**config.mk**
```make
export PLATFORM = sky130hd
export DESIGN_NAME = obfe_ctrl
export DESIGN_NICKNAME = d
export VERILOG_FILES = /design/src/rtl/obfe_pkg.sv /design/src/rtl/obfe_ctrl.sv
export SDC_FILE = /design/constraint.sdc
export NUM_CORES = 1
export LEC_CHECK = 0
export BUFFER_PORTS_ARGS = -buffer_cell sky130_fd_sc_hd__buf_2
export CAP_MARGIN = 0
export CORE_UTILIZATION = 54
export DETAILED_ROUTE_END_ITERATION = 6
export PLACE_DENSITY = 0.79
export SLEW_MARGIN = 20
export SYNTH_ARGS = -nofsm -noshare
export SYNTH_HDL_FRONTEND = slang
export SYNTH_SLANG_ARGS = --single-unit
```
**constraint.sdc**
```tcl
create_clock -name clk -period 2.9 [get_ports clk]
set_input_delay 0.58 -clock clk [delete_from_list [all_inputs] [get_ports clk]]
set_output_delay 0.58 -clock clk [all_outputs]
set_load 0.05 [all_outputs]
```
**src/rtl/obfe_pkg.sv**
```systemverilog
// shared constants, types and functions of the oriented box field evaluator
package obfe_pkg;

    localparam int MAX_BOXES     = 8;
    localparam int TANH_ENTRIES  = 1024;
    localparam int WORDS_PER_BOX = 18;
    localparam int MEM_DEPTH     = WORDS_PER_BOX * MAX_BOXES;
    localparam int ADDR_W        = $clog2(MEM_DEPTH);
    localparam int BOX_IDX_W     = (MAX_BOXES > 1) ? $clog2(MAX_BOXES) : 1;
    localparam int BOX_CNT_W     = $clog2(MAX_BOXES + 1);
    localparam int TIDX_W        = (TANH_ENTRIES > 1) ? $clog2(TANH_ENTRIES) : 1;
    localparam int SCALED_W      = 35 + $clog2(TANH_ENTRIES + 1);

    localparam logic [4:0] W_CENTER  = 5'd0;
    localparam logic [4:0] W_LENGTH  = 5'd3;
    localparam logic [4:0] W_MATRIX  = 5'd6;
    localparam logic [4:0] W_MAT_END = 5'd14;
    localparam logic [4:0] W_INSIDE  = 5'd15;
    localparam logic [4:0] W_OUTSIDE = 5'd16;
    localparam logic [4:0] W_SCALE   = 5'd17;
    localparam logic [4:0] LAST_STEP = 5'd17;

    localparam logic KIND_WRITE = 1'b0;
    localparam logic KIND_POINT = 1'b1;

    localparam logic CFG_BOX_COUNT = 1'b0;
    localparam logic CFG_DIM_COUNT = 1'b1;

    localparam logic [63:0] ONE_Q62 = 64'h4000_0000_0000_0000;
    localparam logic signed [17:0] ONE_Q16 = 18'sd65536;

    typedef enum logic [3:0] {
        ST_IDLE,
        ST_LOAD,
        ST_DRAIN1,
        ST_DRAIN2,
        ST_SHARP,
        ST_AXSEL,
        ST_MUL_P,
        ST_LOOK_P,
        ST_SAVE_P,
        ST_MUL_M,
        ST_LOOK_M,
        ST_SAVE_M,
        ST_WIN,
        ST_BPROD,
        ST_BFIN,
        ST_DONE
    } obfe_state_t;

    typedef enum logic [3:0] {
        OP_NONE,
        OP_POINT,
        OP_BOX_INIT,
        OP_TMUL_P,
        OP_TMUL_M,
        OP_TLOOK,
        OP_TSAVE_P,
        OP_TSAVE_M,
        OP_WIN,
        OP_SHARP,
        OP_BPROD,
        OP_BFIN
    } dp_op_t;

    typedef struct packed {
        logic                 wr_en;
        logic                 rd_en;
        logic [BOX_IDX_W-1:0] box;
        logic [4:0]           word;
        logic [1:0]           axis;
        dp_op_t               op;
    } dp_cmd_t;

    typedef struct packed {
        logic       k_zero;
        logic [2:0] len_nz;
    } dp_stat_t;

    typedef logic [16:0] tanh_rom_t [TANH_ENTRIES];

    function automatic logic signed [31:0] sat32(input logic signed [63:0] x);
        if (x > 64'sd2147483647)
            return 32'sh7FFF_FFFF;
        else if (x < -64'sd2147483648)
            return 32'sh8000_0000;
        else
            return x[31:0];
    endfunction

    // load order: center, length, inside, outside, scale, then matrix
    function automatic logic [4:0] load_word(input logic [4:0] step);
        if (step < W_MATRIX)
            return step;
        else if (step < 5'd9)
            return step + 5'd9;
        else
            return step - 5'd3;
    endfunction

    function automatic logic [1:0] mat_col(input logic [4:0] w);
        case (w)
            5'd6, 5'd9, 5'd12:  return 2'd0;
            5'd7, 5'd10, 5'd13: return 2'd1;
            5'd8, 5'd11, 5'd14: return 2'd2;
            default:            return 2'd0;
        endcase
    endfunction

    function automatic logic [1:0] mat_row(input logic [4:0] w);
        case (w)
            5'd6, 5'd7, 5'd8:    return 2'd0;
            5'd9, 5'd10, 5'd11:  return 2'd1;
            5'd12, 5'd13, 5'd14: return 2'd2;
            default:             return 2'd0;
        endcase
    endfunction

    // shift-subtract division for the table build, quotient high and remainder low
    function automatic logic [127:0] long_divide(input logic [63:0] n, input logic [63:0] d);
        logic [64:0] rem;
        logic [63:0] q;
        rem = '0;
        q   = '0;
        for (int i = 63; i >= 0; i--)
        begin
            rem = {rem[63:0], n[i]};
            if (rem >= {1'b0, d})
            begin
                rem  = rem - {1'b0, d};
                q[i] = 1'b1;
            end
        end
        return {q, rem[63:0]};
    endfunction

    // tanh table over [0,4), built at elaboration
    function automatic tanh_rom_t build_tanh_rom();
        tanh_rom_t    rom;
        logic [63:0]  step;
        logic [63:0]  term;
        logic [63:0]  e;
        logic [63:0]  dv;
        logic [63:0]  num;
        logic [63:0]  den;
        logic [63:0]  ah;
        logic [63:0]  al;
        logic [63:0]  bh;
        logic [63:0]  bl;
        logic [63:0]  lo;
        logic [63:0]  mid;
        logic [63:0]  lowp;
        logic [63:0]  quo;
        logic [127:0] qr;
        int           k;
        step = ONE_Q62;
        term = ONE_Q62;
        e    = ONE_Q62;
        k    = 1;
        while (term != 64'd0 && k < 64)
        begin
            dv   = 64'(TANH_ENTRIES) * 64'(k);
            qr   = long_divide(term, dv);
            quo  = qr[127:64];
            qr   = long_divide(qr[63:0] * 64'd8, dv);
            term = quo * 64'd8 + qr[127:64];
            if ((k & 1) == 1)
                step = step - term;
            else
                step = step + term;
            k = k + 1;
        end
        for (int i = 0; i < TANH_ENTRIES; i++)
        begin
            num    = (ONE_Q62 - e) >> 16;
            den    = (ONE_Q62 + e) >> 16;
            qr     = long_divide((num << 16) + (den >> 1), den);
            rom[i] = 17'(qr[127:64]);
            ah     = e >> 32;
            al     = e & 64'hFFFF_FFFF;
            bh     = step >> 32;
            bl     = step & 64'hFFFF_FFFF;
            lo     = al * bl;
            mid    = ah * bl + al * bh;
            lowp   = ((mid & 64'h3FFF_FFFF) + (lo >> 32)) >> 30;
            e      = ((ah * bh) << 2) + (mid >> 30) + lowp;
        end
        return rom;
    endfunction

    localparam tanh_rom_t TANH_ROM = build_tanh_rom();

endpackage

```
**src/rtl/obfe_ctrl.sv**
```systemverilog
// controller state machine: sequences box loads, axis windows and the result strobe
module obfe_ctrl (
    input  logic                 clk,
    input  logic                 rst_n,
    input  logic                 start,
    input  logic                 kind,
    input  logic                 wr_ok,
    input  logic [3:0]           box_count,
    input  logic [1:0]           dimension_count,
    input  obfe_pkg::dp_stat_t   stat,
    output obfe_pkg::dp_cmd_t    cmd,
    output logic                 busy,
    output logic                 done
);

    obfe_pkg::obfe_state_t             state_reg, state_next;
    logic [obfe_pkg::BOX_CNT_W-1:0]    box_reg, box_next;
    logic [obfe_pkg::BOX_CNT_W-1:0]    nbox_reg, nbox_next;
    logic [4:0]                        step_reg, step_next;
    logic [1:0]                        axis_reg, axis_next;
    logic                              more_boxes;

    always_ff @(posedge clk or negedge rst_n) begin
        if (!rst_n) begin
            state_reg <= obfe_pkg::ST_IDLE;
            box_reg   <= '0;
            nbox_reg  <= '0;
            step_reg  <= '0;
            axis_reg  <= '0;
        end else begin
            state_reg <= state_next;
            box_reg   <= box_next;
            nbox_reg  <= nbox_next;
            step_reg  <= step_next;
            axis_reg  <= axis_next;
        end
    end

    assign more_boxes = ({1'b0, box_reg} + 1'b1) < {1'b0, nbox_reg};

    always_comb begin
        state_next = state_reg;
        box_next   = box_reg;
        nbox_next  = nbox_reg;
        step_next  = step_reg;
        axis_next  = axis_reg;
        cmd.wr_en  = 1'b0;
        cmd.rd_en  = 1'b0;
        cmd.box    = box_reg[obfe_pkg::BOX_IDX_W-1:0];
        cmd.word   = obfe_pkg::load_word(step_reg);
        cmd.axis   = axis_reg;
        cmd.op     = obfe_pkg::OP_NONE;
        done       = 1'b0;
        case (state_reg)
            obfe_pkg::ST_IDLE: begin
                if (start) begin
                    if (kind == obfe_pkg::KIND_POINT) begin
                        cmd.op    = obfe_pkg::OP_POINT;
                        box_next  = '0;
                        step_next = '0;
                        if (box_count > 4'(obfe_pkg::MAX_BOXES))
                            nbox_next = obfe_pkg::BOX_CNT_W'(obfe_pkg::MAX_BOXES);
                        else
                            nbox_next = obfe_pkg::BOX_CNT_W'(box_count);
                        if (box_count == 4'd0)
                            state_next = obfe_pkg::ST_DONE;
                        else
                            state_next = obfe_pkg::ST_LOAD;
                    end else begin
                        cmd.wr_en = wr_ok;
                    end
                end
            end
            obfe_pkg::ST_LOAD: begin
                cmd.rd_en = 1'b1;
                if (step_reg == obfe_pkg::LAST_STEP)
                    state_next = obfe_pkg::ST_DRAIN1;
                else
                    step_next = step_reg + 5'd1;
            end
            obfe_pkg::ST_DRAIN1: begin
                cmd.op     = obfe_pkg::OP_BOX_INIT;
                state_next = obfe_pkg::ST_DRAIN2;
            end
            obfe_pkg::ST_DRAIN2: begin
                axis_next = '0;
                if (stat.k_zero)
                    state_next = obfe_pkg::ST_SHARP;
                else
                    state_next = obfe_pkg::ST_AXSEL;
            end
            obfe_pkg::ST_SHARP: begin
                cmd.op = obfe_pkg::OP_SHARP;
                if (more_boxes) begin
                    box_next   = box_reg + 1'b1;
                    step_next  = '0;
                    state_next = obfe_pkg::ST_LOAD;
                end else begin
                    state_next = obfe_pkg::ST_DONE;
                end
            end
            obfe_pkg::ST_AXSEL: begin
                if (axis_reg >= dimension_count)
                    state_next = obfe_pkg::ST_BPROD;
                else if (stat.len_nz[axis_reg])
                    state_next = obfe_pkg::ST_MUL_P;
                else
                    axis_next = axis_reg + 2'd1;
            end
            obfe_pkg::ST_MUL_P: begin
                cmd.op     = obfe_pkg::OP_TMUL_P;
                state_next = obfe_pkg::ST_LOOK_P;
            end
            obfe_pkg::ST_LOOK_P: begin
                cmd.op     = obfe_pkg::OP_TLOOK;
                state_next = obfe_pkg::ST_SAVE_P;
            end
            obfe_pkg::ST_SAVE_P: begin
                cmd.op     = obfe_pkg::OP_TSAVE_P;
                state_next = obfe_pkg::ST_MUL_M;
            end
            obfe_pkg::ST_MUL_M: begin
                cmd.op     = obfe_pkg::OP_TMUL_M;
                state_next = obfe_pkg::ST_LOOK_M;
            end
            obfe_pkg::ST_LOOK_M: begin
                cmd.op     = obfe_pkg::OP_TLOOK;
                state_next = obfe_pkg::ST_SAVE_M;
            end
            obfe_pkg::ST_SAVE_M: begin
                cmd.op     = obfe_pkg::OP_TSAVE_M;
                state_next = obfe_pkg::ST_WIN;
            end
            obfe_pkg::ST_WIN: begin
                cmd.op     = obfe_pkg::OP_WIN;
                axis_next  = axis_reg + 2'd1;
                state_next = obfe_pkg::ST_AXSEL;
            end
            obfe_pkg::ST_BPROD: begin
                cmd.op     = obfe_pkg::OP_BPROD;
                state_next = obfe_pkg::ST_BFIN;
            end
            obfe_pkg::ST_BFIN: begin
                cmd.op = obfe_pkg::OP_BFIN;
                if (more_boxes) begin
                    box_next   = box_reg + 1'b1;
                    step_next  = '0;
                    state_next = obfe_pkg::ST_LOAD;
                end else begin
                    state_next = obfe_pkg::ST_DONE;
                end
            end
            obfe_pkg::ST_DONE: begin
                done       = 1'b1;
                state_next = obfe_pkg::ST_IDLE;
            end
            default: begin
                state_next = obfe_pkg::ST_IDLE;
            end
        endcase
    end

    assign busy = (state_reg != obfe_pkg::ST_IDLE);

endmodule

```
* Word level (Yosys, flattened, before mapping)
Index checks and enable logic that the tools add are counted.
** Word-level totals
- Flip-flop bits (word level) :: 19
** Operators by class
- Magnitude comparators :: 6
- Mux-type cells :: 34
- Add/sub/neg operators :: 6
- Reductions and logical operators :: 13
- Equality and inequality tests :: 24
** Operators by type and width (number)
- $pmux W4 S15 :: 1
- $mux W4 :: 11
- $pmux W4 S11 :: 1
- $eq A4 B4 Y1 const B :: 8
- $mux W5 :: 6
- $eq A4 B3 Y1 const B :: 4
- $pmux W5 S3 :: 1
- $ne A2 B2 Y1 const B :: 6
- $mux W1 :: 9
- $eq A4 B2 Y1 const B :: 2
- $logic_not A4 Y1 :: 2
- $pmux W4 S2 :: 1
- $reduce_and A4 Y1 :: 2
- $pmux W2 S3 :: 1
- $reduce_and A3 Y1 :: 2
- $reduce_bool A3 Y1 :: 2
- $add A4 B1 Y5 const B :: 1
- $add A5 B1 Y5 const B :: 1
- $add A5 B4 Y5 const B :: 1
- $eq A5 B5 Y1 const B :: 1
- $lt A5 B3 Y1 const B :: 1
- $lt A5 B4 Y1 :: 1
- $lt A5 B4 Y1 const B :: 1
- $reduce_and A5 Y1 :: 1
- other kinds (14) :: 16

* Depth between registers and ports, before layout
- Depth in word-level cells :: 5
- Mapped depth :: 8

* Worst setup path before layout
No wires, ideal clock.
- Path kind :: reg-to-output
- Start :: reg state_reg[0]
- End :: out cmd[1] (netlist bit)
- Data required time :: 2.320 ns
- Path buffers :: 1
- Cell stages (with the launch flop) :: 5
- Arrival :: 2.094 ns
- Slack :: 0.226 ns
- Cell sequence :: dfrtp_1 clkbuf_1 nor2b_1 a21oi_1 o21ai_0
** RTL lines
- start: declaration :: line obfe_ctrl.sv:16 : obfe_pkg::obfe_state_t state_reg, state_next;
- start signal: assignment :: line obfe_ctrl.sv:25 : state_reg <= obfe_pkg::ST_IDLE;
- start signal: assignment :: line obfe_ctrl.sv:31 : state_reg <= state_next;
- end: declaration :: line obfe_ctrl.sv:11 : output obfe_pkg::dp_cmd_t cmd,

==> impl_metrics.py <==
metrics = {
    "placement": {
        "port_buffers": 32,
        "hpwl_mm": 2.59,
        "place_inst": 231,
        "gp_congestion": 0.816,
    },
    "clock_network": {
        "clock_latency_ns": 0.31,
        "numCtsBuffers": 3,
        "clock-sinks": 19,
        "holdBufCountCts": 0,
        "htree_levels": 1,
        "clkSlewWorstSetupHoldPaths_ns": 0.12,
        "clockBufferDepth": 2,
        "ctsRootBufferMaster": "clkbuf_4",
        "tritoncts": "done",
    },
    "timing": {
        "fin_worst_skew_ns": 0.0139,
        "setup-violations-final": 0,
        "finalHoldViolCount": 0,
        "relSlewSlack": 0.661,
        "max_freq_mhz": 355,
        "post-route-period-util": 0.972,
        "slew_viol_final": 0,
        "fin_tns_setup_ns": 0,
        "worst_slew_pin_slew_ns": 0.506,
        "finalCriticalPeriod_ns": 2.82,
    },
    "finish": {
        "fillers": 227,
        "nets": 235,
        "largest_reg_flops": 5,
        "layoutNonFillerInstCount": 240,
        "multi_input_area_um2": 935,
        "n_antenna_cell": 0,
        "area_delta_synth_final_pct": 14.3,
        "seqCellArea_um2": 480,
        "drive_above_1_share": 0.252,
    },
    "routing": {
        "wire_per_inst_um": 14.6,
        "vias": 1449,
        "drc": 0,
        "vias_per_cell": 6.04,
        "postRouteAntennaNets": 0,
        "dr.pass1.iters": 4,
        "first_iter_violations": 22,
        "finalWirelength_mm": 3.50,
    },
    "power": {
        "irDropWorstVdd_mv": 1.24,
        "pwr-share-clk": 0.063,
        "power_per_cell_area_nw_per_um2": 1270,
        "p_int_uw": 926,
        "switching_share": 0.578,
        "power_frac_comb": 0.688,
        "power_frac_seq": 0.249,
        "switching_power_mw": 1.27,
        "power.total_mw": 2.20,
        "p_leak_nw": 0.830,
    },
    "synthesis": {
        "async_reset_ff_frac": 1.00,
        "synth_edf_count": 0,
        "yosys.area.top_type": "dfrtp_1",
        "ys_seq_area_frac": 0.315,
        "synthCells": 180,
        "netlist_top_cells_count": "19 x dfrtp_1, 15 x a21oi_1, 14 x nand2_1, 14 x nor2_1, 11 x inv_1",
        "postSynthAreaPerCell_um2": 8.38,
        "yosys_register_bits": 19,
        "netlist_area_um2": 1510,
        "syn_nets": 204,
        "synthAdderAreaFrac": 0.0746,
        "synth_top_family_by_area": "simple AND/OR/NAND/NOR gates",
        "synth-xor-area-share": 0.0290,
        "ys_warn_count": 0,
        "yosysMostFrequentCell": "dfrtp_1",
        "synth.distinct_cells": 54,
        "synthSimpleGateAreaFrac": 0.248,
        "synth-compound-area-share": 0.246,
        "synthTopCellsByArea": "dfrtp_1 32%, ha_1 7.5%, a21oi_1 5.0%",
        "synth-main-ff-cell": "dfrtp_1",
        "muxShareOfSynthArea": 0.0216,
        "yosys.area.top_type_share": 0.315,
    },
    "floorplanning": {
        "coreArea_um2": 2570,
        "die_y_um": 54.9,
        "initial_core_util": 0.588,
        "row_count": 18,
        "io_pins": 33,
        "die_x_um": 54.9,
        "dieArea_um2": 3010,
    },
    "worst_setup_path": {
        "crit_fanout": 6,
        "r2r_setup_slack_ns": 0.52,
        "slowest_delay_ns": 0.47,
        "endpoint_kind": "primary output",
        "worstSetupStartpoint": "step_reg[1]$_DFFE_PN0P_",
        "cp_data_required_time_ns": 2.32,
        "crit_arrival_ns": 2.24,
        "reg2reg_from": "box_reg[0]$_DFFE_PN0P_",
        "reg2reg_depth": 7,
        "crit_end": "cmd[9]",
        "timing.rr.end": "box_reg[2]$_DFFE_PN0P_",
        "start_kind": "register",
        "crit_chain": "nor3_1 > o21ai_1 > ha_1 > nand2_1 > nand3_1 > o21ai_0 > a221o_1 > buf_4",
        "cp_slowest_cell": "dfrtp_2",
        "path_class": "register to primary output",
    },
    "global_routing": {
        "antenna_found_initial": 0,
        "gr-total-overflow": 0,
        "grt_pass1_wl_mm": 5.29,
        "grt_max_degree": 20,
        "grt_pass1_vias": 1266,
        "grt_use_total": 0.245,
    },
    "run_status": {
        "status": "finished, final reports clean",
    },
    "job": {
        "cap_viol_max_count": 0,
    },
    "hold_path": {
        "hold_path_class": "input port to asynchronous set/reset pin",
    },
}
## metal layers
metal / vias up / routed length, µm / share of wire / GRT usage
met5: - / 0 / 0 / 0
met2: 47 / 1880 / 0.54 / 0.448
met3: 4 / 149 / 0.043 / 0.0278
li1: 712 / - / - / -
met4: 0 / 36 / 0.010 / 0.0983
met1: 686 / 1430 / 0.41 / 0.284
## cell type report
class / instances / area share
clock buffers: 3 / 0.0131
clock inverters: 1 / 0.00290
inverters: 12 / 0.0261
multi-input cells: 138 / 0.542
flip-flops and latches: 19 / 0.278
well taps: 30 / 0.0218
repair buffers: 37 / 0.116
## power by group through the flow
stage | Clock, mW | Combinational, mW | Sequential, mW
global route | 0.151 | 1.63 | 0.570
detailed placement | 0 | 1.42 | 0.552
finish | 0.139 | 1.51 | 0.547
global placement | 0 | 1.38 | 0.536
CTS | 0.141 | 1.43 | 0.546
floorplan | 0 | 1.22 | 0.471
## stage by stage
stage	area, µm²	hold WS [ns]	util	setup slack, ns
floorplan	1510	0.284	-	0.226
global placement	1650	0.467	0.644	0.498
detailed placement	1650	0.478	0.644	0.361
CTS	1680	0.199	0.654	0.00568
global route	1730	0.225	0.672	-0.0152
finish	1730	0.183	0.672	0.0805
## critical path, delay by kind of cell (launching register included)
| family | cells | cell delay (ns) |
|---|---|---|
| AO/OA/AOI/OAI | 3 | 0.49 |
| flip-flops | 1 | 0.47 |
| adder cells (fa/ha/maj) | 1 | 0.35 |
| AND/OR/NAND/NOR | 3 | 0.41 |
| buffers and inverters | 1 | 0.19 |
## how the worst min path moves through the flow
stage | from | end | slack (ns) | cells past startpoint
6_report | rst_n | state_reg[0]$_DFFE_PN0P_ | 0.18 | 1
5_1_grt | rst_n | state_reg[0]$_DFFE_PN0P_ | 0.22 | 1
3_5_place_dp | nbox_reg[0]$_DFFE_PN0P_ | nbox_reg[0]$_DFFE_PN0P_ | 0.48 | 2
2_1_floorplan | rst_n | axis_reg[0]$_DFFE_PN0P_ | 0.28 | 0
4_1_cts | rst_n | box_reg[3]$_DFFE_PN0P_ | 0.20 | 1
3_3_place_gp | nbox_reg[1]$_DFFE_PN0P_ | nbox_reg[1]$_DFFE_PN0P_ | 0.47 | 2
## cell usage in the layout, fill, tap and decap left out, drive strengths merged, types with 3 or more instances in the layout
cell | netlist | routed
buf | 4 | 37
dfrtp | 19 | 19
a21oi | 16 | 16
nand2 | 14 | 14
nor2 | 14 | 14
inv | 12 | 12
nand2b | 10 | 10
ha | 9 | 9
o21ai | 9 | 9
nand3 | 7 | 7
nor2b | 5 | 5
a31oi | 4 | 4
nor3 | 3 | 3
xnor2 | 3 | 3
a32o | 3 | 3
nand4 | 3 | 3
clkbuf | 7 | 3
## what timing repair did
item	in CTS	in global routing
buffers inserted	0	5
gates resized for setup	0	7
endpoints found under the setup margin	0	2
## cells by family after synthesis
group	after synthesis
xor+xnor	5
flops	19
simple gates	67
compound gates	54
buf+inv	23
fa+ha+maj	9
mux	3
Power figures use the tool's default switching activity.
